===== config.mk =====
export PLATFORM = sky130hd
export DESIGN_NAME = rational_arith_reduce_core_flat
export DESIGN_NICKNAME = d
export VERILOG_FILES = /design/src/hw/rtl/rar_pkg.sv /design/src/hw/rtl/rar_if.sv /design/src/hw/rtl/rational_arith_reduce_core.sv /design/src/flat_wrapper.sv
export SDC_FILE = /design/constraint.sdc
export NUM_CORES = 2
export LEC_CHECK = 0
export ABC_AREA = 1
export ABC_CLOCK_PERIOD_IN_PS = 15100
export BUFFER_PORTS_ARGS = -buffer_cell sky130_fd_sc_hd__buf_2
export CAP_MARGIN = 0
export CORE_MARGIN = 2
export CORE_UTILIZATION = 50
export CTS_CLUSTER_DIAMETER = 60
export DETAILED_ROUTE_END_ITERATION = 12
export PLACE_DENSITY = 0.64
export SYNTH_ARGS = -nofsm -noshare
export SYNTH_HDL_FRONTEND = slang
export SYNTH_SLANG_ARGS = --single-unit

===== constraint.sdc =====
create_clock -name clk -period 15.1 [get_ports clk]
set_clock_uncertainty 0.15 [all_clocks]
set_input_delay 1.51 -clock clk [delete_from_list [all_inputs] [get_ports clk]]
set_output_delay 1.51 -clock clk [all_outputs]
set_load 0.01 [all_outputs]

===== src/hw/rtl/rar_pkg.sv =====
// Shared types and constants for the rational arithmetic reduction core.
`timescale 1ns / 1ps

package rar_pkg;

  typedef logic [1:0] mode_t;

  localparam mode_t MODE_ADD = 2'd0;
  localparam mode_t MODE_SUB = 2'd1;
  localparam mode_t MODE_MUL = 2'd2;
  localparam mode_t MODE_DIV = 2'd3;

  localparam int NUM_W = 33;
  localparam int DEN_W = 32;

endpackage


===== src/hw/rtl/rar_if.sv =====
// Request and result channel interfaces of the rational arithmetic reduction core.
`timescale 1ns / 1ps

interface rar_in_if #(parameter int W = 16);
  logic                valid;
  logic                ready;
  rar_pkg::mode_t      mode;
  logic signed [W-1:0] a_num;
  logic signed [W-1:0] a_den;
  logic signed [W-1:0] b_num;
  logic signed [W-1:0] b_den;

  modport source (output valid, mode, a_num, a_den, b_num, b_den, input ready);
  modport sink (input valid, mode, a_num, a_den, b_num, b_den, output ready);
endinterface

interface rar_out_if;
  logic                            valid;
  logic                            ready;
  logic signed [rar_pkg::NUM_W-1:0] res_num;
  logic signed [rar_pkg::DEN_W-1:0] res_den;

  modport source (output valid, res_num, res_den, input ready);
  modport sink (input valid, res_num, res_den, output ready);
endinterface


===== src/hw/rtl/rational_arith_reduce_core.sv =====
// Rational add, subtract, multiply and divide with gcd reduction on a shared iterative datapath.
// A request runs through three multiply states, the add, a zero check, the binary gcd loop,
// and a one-bit shift-subtract divider that divides numerator and then denominator by the gcd.
// The gcd loop is skipped when a raw part is zero; both parts zero skip the divider as well.
// One request is in work at a time; the next is taken the cycle after its result is loaded.
// Reset (synchronous, active high) returns the sequencer to idle and drops the result valid.
`timescale 1ns / 1ps

module rational_arith_reduce_core #(
  parameter int OPERAND_WIDTH = 16
) (
  input logic       clk,
  input logic       rst,
  rar_in_if.sink    operands,
  rar_out_if.source results
);

  localparam int W  = OPERAND_WIDTH;
  localparam int MW = 2 * OPERAND_WIDTH;
  localparam int XW = (MW + 1 > rar_pkg::NUM_W) ? MW + 1 : rar_pkg::NUM_W;
  localparam int CW = $clog2(MW + 1);

  localparam logic [3:0] S_IDLE = 4'd0;
  localparam logic [3:0] S_MUL0 = 4'd1;
  localparam logic [3:0] S_MUL1 = 4'd2;
  localparam logic [3:0] S_MUL2 = 4'd3;
  localparam logic [3:0] S_ADD  = 4'd4;
  localparam logic [3:0] S_CHK  = 4'd5;
  localparam logic [3:0] S_GCD  = 4'd6;
  localparam logic [3:0] S_DIVN = 4'd7;
  localparam logic [3:0] S_DIVD = 4'd8;
  localparam logic [3:0] S_FIN  = 4'd9;

  logic [3:0]           state;
  rar_pkg::mode_t       op_mode;
  logic [W-1:0]         an_m, ad_m, bn_m, bd_m;
  logic                 an_s, ad_s, bn_s, bd_s;
  logic [MW-1:0]        t1, t2;
  logic                 t1_neg, t2_neg;
  logic [MW-1:0]        nm, dm;
  logic                 num_neg, den_neg;
  logic [MW-1:0]        x, y;
  logic [MW-1:0]        dv_rem, dv_quo;
  logic [CW-1:0]        cnt;
  logic                 res_valid;
  logic [rar_pkg::NUM_W-1:0] res_num;
  logic [rar_pkg::DEN_W-1:0] res_den;

  logic [W-1:0]  mul_a, mul_b;
  logic          mul_sa, mul_sb;
  logic [MW-1:0] prod;
  logic          prod_neg;
  logic          add_same, add_ge, sum_neg;
  logic [MW-1:0] sum_mag;
  logic          xy_ge;
  logic [MW-1:0] xy_diff;
  logic [MW:0]   div_shift;
  logic          div_ge;
  logic [MW:0]   div_sub;
  logic [MW-1:0] rem_next, quo_next;
  logic          div_last;
  logic [XW-1:0] ext_n, ext_d, tc_n, tc_d;

  function automatic logic [W-1:0] mag_of(input logic [W-1:0] v);
    mag_of = v[W-1] ? (~v + W'(1)) : v;
  endfunction

  always_comb begin
    unique case (state)
      S_MUL0: begin
        mul_a  = an_m;
        mul_sa = an_s;
        mul_b  = (op_mode == rar_pkg::MODE_MUL) ? bn_m : bd_m;
        mul_sb = (op_mode == rar_pkg::MODE_MUL) ? bn_s : bd_s;
      end
      S_MUL1: begin
        mul_a  = bn_m;
        mul_sa = bn_s;
        mul_b  = ad_m;
        mul_sb = ad_s;
      end
      default: begin
        mul_a  = ad_m;
        mul_sa = ad_s;
        mul_b  = (op_mode == rar_pkg::MODE_DIV) ? bn_m : bd_m;
        mul_sb = (op_mode == rar_pkg::MODE_DIV) ? bn_s : bd_s;
      end
    endcase
  end

  assign prod     = {{W{1'b0}}, mul_a} * {{W{1'b0}}, mul_b};
  assign prod_neg = (prod != '0) && (mul_sa ^ mul_sb);

  assign add_same = (t1_neg == t2_neg);
  assign add_ge   = (t1 >= t2);
  assign sum_mag  = add_same ? (t1 + t2) : (add_ge ? (t1 - t2) : (t2 - t1));
  assign sum_neg  = (sum_mag != '0) && (add_same ? t1_neg : (add_ge ? t1_neg : t2_neg));

  assign xy_ge   = (x >= y);
  assign xy_diff = xy_ge ? (x - y) : (y - x);

  assign div_shift = {dv_rem, dv_quo[MW-1]};
  assign div_ge    = (div_shift >= {1'b0, x});
  assign div_sub   = div_shift - {1'b0, x};
  assign rem_next  = div_ge ? div_sub[MW-1:0] : div_shift[MW-1:0];
  assign quo_next  = {dv_quo[MW-2:0], div_ge};
  assign div_last  = (cnt == CW'(MW - 1));

  assign ext_n = {{(XW - MW){1'b0}}, nm};
  assign ext_d = {{(XW - MW){1'b0}}, dm};
  assign tc_n  = num_neg ? (~ext_n + XW'(1)) : ext_n;
  assign tc_d  = den_neg ? (~ext_d + XW'(1)) : ext_d;

  always_ff @(posedge clk) begin
    if (rst) begin
      state     <= S_IDLE;
      res_valid <= 1'b0;
    end else begin
      if (results.valid && results.ready && state != S_FIN) begin
        res_valid <= 1'b0;
      end
      unique case (state)
        S_IDLE: begin
          if (operands.valid) begin
            op_mode <= operands.mode;
            an_m    <= mag_of(operands.a_num);
            ad_m    <= mag_of(operands.a_den);
            bn_m    <= mag_of(operands.b_num);
            bd_m    <= mag_of(operands.b_den);
            an_s    <= operands.a_num[W-1];
            ad_s    <= operands.a_den[W-1];
            bn_s    <= operands.b_num[W-1];
            bd_s    <= operands.b_den[W-1];
            state   <= S_MUL0;
          end
        end
        S_MUL0: begin
          t1     <= prod;
          t1_neg <= prod_neg;
          state  <= S_MUL1;
        end
        S_MUL1: begin
          t2     <= prod;
          t2_neg <= (prod != '0) && (prod_neg ^ (op_mode == rar_pkg::MODE_SUB)) ||
                    (prod != '0) && !prod_neg && (op_mode == rar_pkg::MODE_SUB);
          state  <= S_MUL2;
        end
        S_MUL2: begin
          dm      <= prod;
          den_neg <= prod_neg;
          state   <= S_ADD;
        end
        S_ADD: begin
          if (op_mode == rar_pkg::MODE_ADD || op_mode == rar_pkg::MODE_SUB) begin
            nm      <= sum_mag;
            x       <= sum_mag;
            num_neg <= sum_neg;
          end else begin
            nm      <= t1;
            x       <= t1;
            num_neg <= t1_neg;
          end
          y     <= dm;
          state <= S_CHK;
        end
        S_CHK: begin
          dv_rem <= '0;
          dv_quo <= nm;
          cnt    <= '0;
          priority if (nm == '0 && dm == '0) begin
            dm      <= MW'(1);
            num_neg <= 1'b0;
            den_neg <= 1'b0;
            state   <= S_FIN;
          end else if (nm == '0 || dm == '0) begin
            x     <= nm | dm;
            state <= S_DIVN;
          end else begin
            state <= S_GCD;
          end
        end
        S_GCD: begin
          dv_rem <= '0;
          dv_quo <= nm;
          cnt    <= '0;
          priority if (!x[0] && !y[0]) begin
            x  <= x >> 1;
            y  <= y >> 1;
            nm <= nm >> 1;
            dm <= dm >> 1;
          end else if (!x[0]) begin
            x <= x >> 1;
          end else if (!y[0]) begin
            y <= y >> 1;
          end else if (x == y) begin
            state <= S_DIVN;
          end else if (xy_ge) begin
            x <= xy_diff >> 1;
          end else begin
            y <= xy_diff >> 1;
          end
        end
        S_DIVN: begin
          if (div_last) begin
            nm     <= quo_next;
            dv_rem <= '0;
            dv_quo <= dm;
            cnt    <= '0;
            state  <= S_DIVD;
          end else begin
            cnt    <= cnt + CW'(1);
            dv_rem <= rem_next;
            dv_quo <= quo_next;
          end
        end
        S_DIVD: begin
          cnt    <= cnt + CW'(1);
          dv_rem <= rem_next;
          dv_quo <= quo_next;
          if (div_last) begin
            dm    <= quo_next;
            state <= S_FIN;
          end
        end
        S_FIN: begin
          if (!res_valid || results.ready) begin
            res_num   <= tc_n[rar_pkg::NUM_W-1:0];
            res_den   <= tc_d[rar_pkg::DEN_W-1:0];
            res_valid <= 1'b1;
            state     <= S_IDLE;
          end
        end
        default: begin
          state <= S_IDLE;
        end
      endcase
    end
  end

  assign operands.ready  = (state == S_IDLE);
  assign results.valid   = res_valid;
  assign results.res_num = res_num;
  assign results.res_den = res_den;

  a_accept_starts: assert property (@(posedge clk) disable iff (rst)
    operands.valid && operands.ready |=> state == S_MUL0)
    else $error("accepted request did not start the multiply sequence");

  a_gcd_nonzero: assert property (@(posedge clk) disable iff (rst)
    state == S_GCD |-> (x != '0 && y != '0))
    else $error("gcd operand reached zero");

  a_divisor_nonzero: assert property (@(posedge clk) disable iff (rst)
    (state == S_DIVN || state == S_DIVD) |-> x != '0)
    else $error("divider started with a zero divisor");

  a_rem_bound: assert property (@(posedge clk) disable iff (rst)
    (state == S_DIVN || state == S_DIVD) |-> dv_rem < x)
    else $error("partial remainder not below the divisor");

  a_fin_exact: assert property (@(posedge clk) disable iff (rst)
    (state == S_DIVD && div_last) |-> rem_next == '0)
    else $error("denominator division left a remainder");

endmodule

===== src/flat_wrapper.sv =====
// flat-port wrapper written by rule: the top's interface ports become plain ports
module rational_arith_reduce_core_flat 
#(
  parameter int OPERAND_WIDTH = 16
)
  (clk, rst, operands_valid, operands_mode, operands_a_num, operands_a_den, operands_b_num, operands_b_den, operands_ready, results_valid, results_res_num, results_res_den, results_ready);
  rar_in_if operands_i ();
  rar_out_if results_i ();
  input logic clk;
  input logic rst;
  input wire logic [$bits(operands_i.valid)-1:0] operands_valid;
  input wire logic [$bits(operands_i.mode)-1:0] operands_mode;
  input wire logic [$bits(operands_i.a_num)-1:0] operands_a_num;
  input wire logic [$bits(operands_i.a_den)-1:0] operands_a_den;
  input wire logic [$bits(operands_i.b_num)-1:0] operands_b_num;
  input wire logic [$bits(operands_i.b_den)-1:0] operands_b_den;
  output wire logic [$bits(operands_i.ready)-1:0] operands_ready;
  output wire logic [$bits(results_i.valid)-1:0] results_valid;
  output wire logic [$bits(results_i.res_num)-1:0] results_res_num;
  output wire logic [$bits(results_i.res_den)-1:0] results_res_den;
  input wire logic [$bits(results_i.ready)-1:0] results_ready;
  assign operands_i.valid = operands_valid;
  assign operands_i.mode = operands_mode;
  assign operands_i.a_num = operands_a_num;
  assign operands_i.a_den = operands_a_den;
  assign operands_i.b_num = operands_b_num;
  assign operands_i.b_den = operands_b_den;
  assign operands_ready = operands_i.ready;
  assign results_valid = results_i.valid;
  assign results_res_num = results_i.res_num;
  assign results_res_den = results_i.res_den;
  assign results_i.ready = results_ready;
  rational_arith_reduce_core #(.OPERAND_WIDTH(OPERAND_WIDTH)) u_core (.clk(clk), .rst(rst), .operands(operands_i), .results(results_i));
endmodule

==> impl_metrics.env <==
export IMPL_crit_path_frequent_cell="fa_1"
export IMPL_nets=6304
export IMPL_reg2regPathDepth=31
export IMPL_coreArea_mm2=0.08382
export IMPL_required_ns=15.42
export IMPL_ys_types=74
export IMPL_grt_start_max_net_pins=71
export IMPL_grt_use_total=0.3399
export IMPL_yosysTopAreaCellShare=0.2839
export IMPL_synth_fp_nets=6259
export IMPL_overflow=0
export IMPL_grt_pass1_vias=36556
export IMPL_num_rows=106
export IMPL_initial_core_util=0.5061
export IMPL_finalHoldViolCount=0
export IMPL_cts_inserted_buffers=55
export IMPL_crit_path_max_incr_delay_ns=1.01
export IMPL_ctsResizeCount=0
export IMPL_cts_path_max_buffers=3
export IMPL_hp_class="flip-flop to flip-flop"
export IMPL_rrSetupSlack_ns=5.66
export IMPL_worstHoldStart="u_core.state[2]"
export IMPL_status="finished clean"
export IMPL_cp_end_kind="flip-flop"
export IMPL_io_pin_count=137
export IMPL_fillers=8304
export IMPL_cts_tree="yes"
export IMPL_utilization=0.5472
export IMPL_drv_cap=0
export IMPL_cts_sinks=406
export IMPL_setup_viol=0
export IMPL_root_buffer="clkbuf_16"
export IMPL_insertion_delay_ns=0.64
export IMPL_yosysSeqAreaShare=0.2862
export IMPL_post_drt_wl_per_cell_um=21.69
export IMPL_async_flop_share=0
export IMPL_die_h_um=295.3
export IMPL_cp_arrival_ns=9.77
export IMPL_num_vias=39001
export IMPL_setup_tns_ns=0
export IMPL_dieArea_mm2=0.08718
export IMPL_synthTopCellsByCount="1,458 x nand2_1, 1,031 x inv_1, 401 x edfxtp_1"
export IMPL_startpoint_type="flip-flop"
export IMPL_fmax_mhz=105.9
export IMPL_synth_main_ff_cell="edfxtp_1"
export IMPL_r2r_end="u_core.den_neg"
export IMPL_crit_path_start="u_core.state[0]"
export IMPL_post_cts_buffers=0
export IMPL_path_clk_slew_ns=0.06
export IMPL_synth_avg_cell_area_um2=7.457
export IMPL_ant_nets=0
export IMPL_rsz0062_at_grt="false"
export IMPL_drc=0
export IMPL_critPathSlowestCell="nor2_2"
export IMPL_worstMarginPinSlew_ns=1.221
export IMPL_hpwl_um=121300
export IMPL_cts_max_level=2
export IMPL_drtIter0Drc=4371
export IMPL_ys_ff_latch=406
export IMPL_crit_path_end="u_core.den_neg"
export IMPL_syn_inst=5688
export IMPL_antenna_found_initial=5
export IMPL_synth_area_leaders="edfxtp_1 28%, nand2_1 13%, fa_1 9.4%, inv_1 9.1%, ha_1 8.9%"
export IMPL_fin_crit_ns=9.443
export IMPL_wirelength_um=150000
export IMPL_layout_drive_gt1_share=0.07111
export IMPL_grt_pass1_wl_um=224200
export IMPL_timing_final_max_slew_violations=0
export IMPL_die_x_um=295.3
export IMPL_syn2layout_area_growth_pct=8.135
export IMPL_drt_pre_antenna_iters=6
export IMPL_postCtsHoldBufs=0
export IMPL_r2r_start="u_core.state[0]"
export IMPL_synth_top_cell_by_area="edfxtp_1"
export IMPL_yosysMostFrequentCell="nand2_1"
export IMPL_place_congestion=1.006
export IMPL_ys_warn_count=0
export IMPL_path_max_fanout=30
export IMPL_timing_final_crit_share=0.6254
export IMPL_portBuffers=136
export IMPL_viasPerCell=5.640
export IMPL_crit_type="flip-flop to flip-flop"
export IMPL_relSlewSlack=0.1853
export IMPL_netlist_area_mm2=0.04242
export IMPL_synth_edff_count=401
-- worst min path at each step --
stage / endpoint / slack [ns] / depth (start not counted)
floorplan: u_core.results.res_den[0] / 0.34 / 0
global placement: u_core.state[2] / 0.36 / 2
detailed placement: u_core.state[2] / 0.37 / 2
CTS: u_core.state[2] / 0.38 / 2
global route: u_core.results.res_den[0] / 0.43 / 0
finish: u_core.state[2] / 0.39 / 2
-- critical path, delay by kind of cell, from the launching register on --
family,cells,cell delay [ns]
and+or+nand+nor,11,2.14
adders and majority gates,7,3.35
buffers and inverters,7,1.48
DFF,1,0.44
AOI/OAI and AO/OA,5,1.15
xor gates and xnor gates,1,0.51
-- logic make-up (layout without fill, tap and decap cells) --
family / count (synthesis) / after routing / synth area share
and+or+nand+nor: 2315 / 2315 / 0.2298
buffers and inverters: 1256 / 1348 / 0.1175
AOI/OAI and AO/OA: 953 / 953 / 0.1303
adders and majority gates: 501 / 501 / 0.1832
DFF: 406 / 406 / 0.2862
xor gates and xnor gates: 257 / 257 / 0.05306
other: 0 / 1 / 0
-- metrics by stage --
stage          worst slack [ns]  area, um^2  hold slack, ns  std cells
4_1_cts                   5.733       45870          0.3769       6914
2_1_floorplan             8.030       42420          0.3384       5688
3_3_place_gp              5.988       43980          0.3589       6810
5_1_grt                   5.044       45870          0.4270       6914
6_report                  5.657       45870          0.3854       6915
3_5_place_dp              5.812       43980          0.3651       6810
-- flip-flops by register name (all words and copies together), names as in the netlist, 2 cells and up --
signal                  cells
u_core.dm                  32
u_core.y                   32
u_core.op_mode              2
u_core.results.res_den     32
u_core.results.res_num     33
u_core.state                4
u_core.cnt                  6
u_core.x                   32
u_core.t2                  32
u_core.dv_quo              32
u_core.bn_m                16
u_core.an_m                16
u_core.t1                  32
u_core.bd_m                16
u_core.dv_rem              32
u_core.nm                  32
u_core.ad_m                16
-- cell type report --
cell class	count	area, um^2	share of cell area
repair buffers	183	1033	0.02253
multi-input cells	4026	25400	0.5537
diodes	1	2.502	0.00005456
well taps	1134	1419	0.03093
clock buffers	62	1403	0.03058
flip-flops and latches	406	12140	0.2647
inverters	1061	3986	0.08691
clock inverters	42	488.0	0.01064
-- metal layers --
metal / track usage / up-vias / share of wire
li1: - / 18407 / -
met1: 0.4688 / 18405 / 0.43
met2: 0.5433 / 1870 / 0.45
met3: 0.05120 / 313 / 0.087
met4: 0.1213 / 6 / 0.040
met5: 0 / - / 0.00023
-- cell usage in the layout (no fill, tap or decap), drive strengths merged, types with 2 or more instances in the layout --
cell type	n
nand2	1488
inv	1068
nor2	411
edfxtp	401
a21oi	377
o21ai	321
ha	301
nand3	265
fa	200
buf	183
xor2	181
xnor2	76
nor3	67
clkbuf	62
o221ai	56
nand4	34
o211ai	33
o22ai	30
nor4	24
clkinv	24
a22oi	20
o21a	17
a31oi	16
o21bai	15
a21boi	15
a21o	13
a221oi	12
nor3b	10
o31ai	9
or2	8
a211oi	7
bufinv	7
dfxtp	5
o2111ai	4
clkinvlp	4
and3	3
nand3b	3
a41oi	2
Power is left out: the tool's default activity adds up to more than one toggle a clock period on the data nets, which glitch-free logic cannot reach.
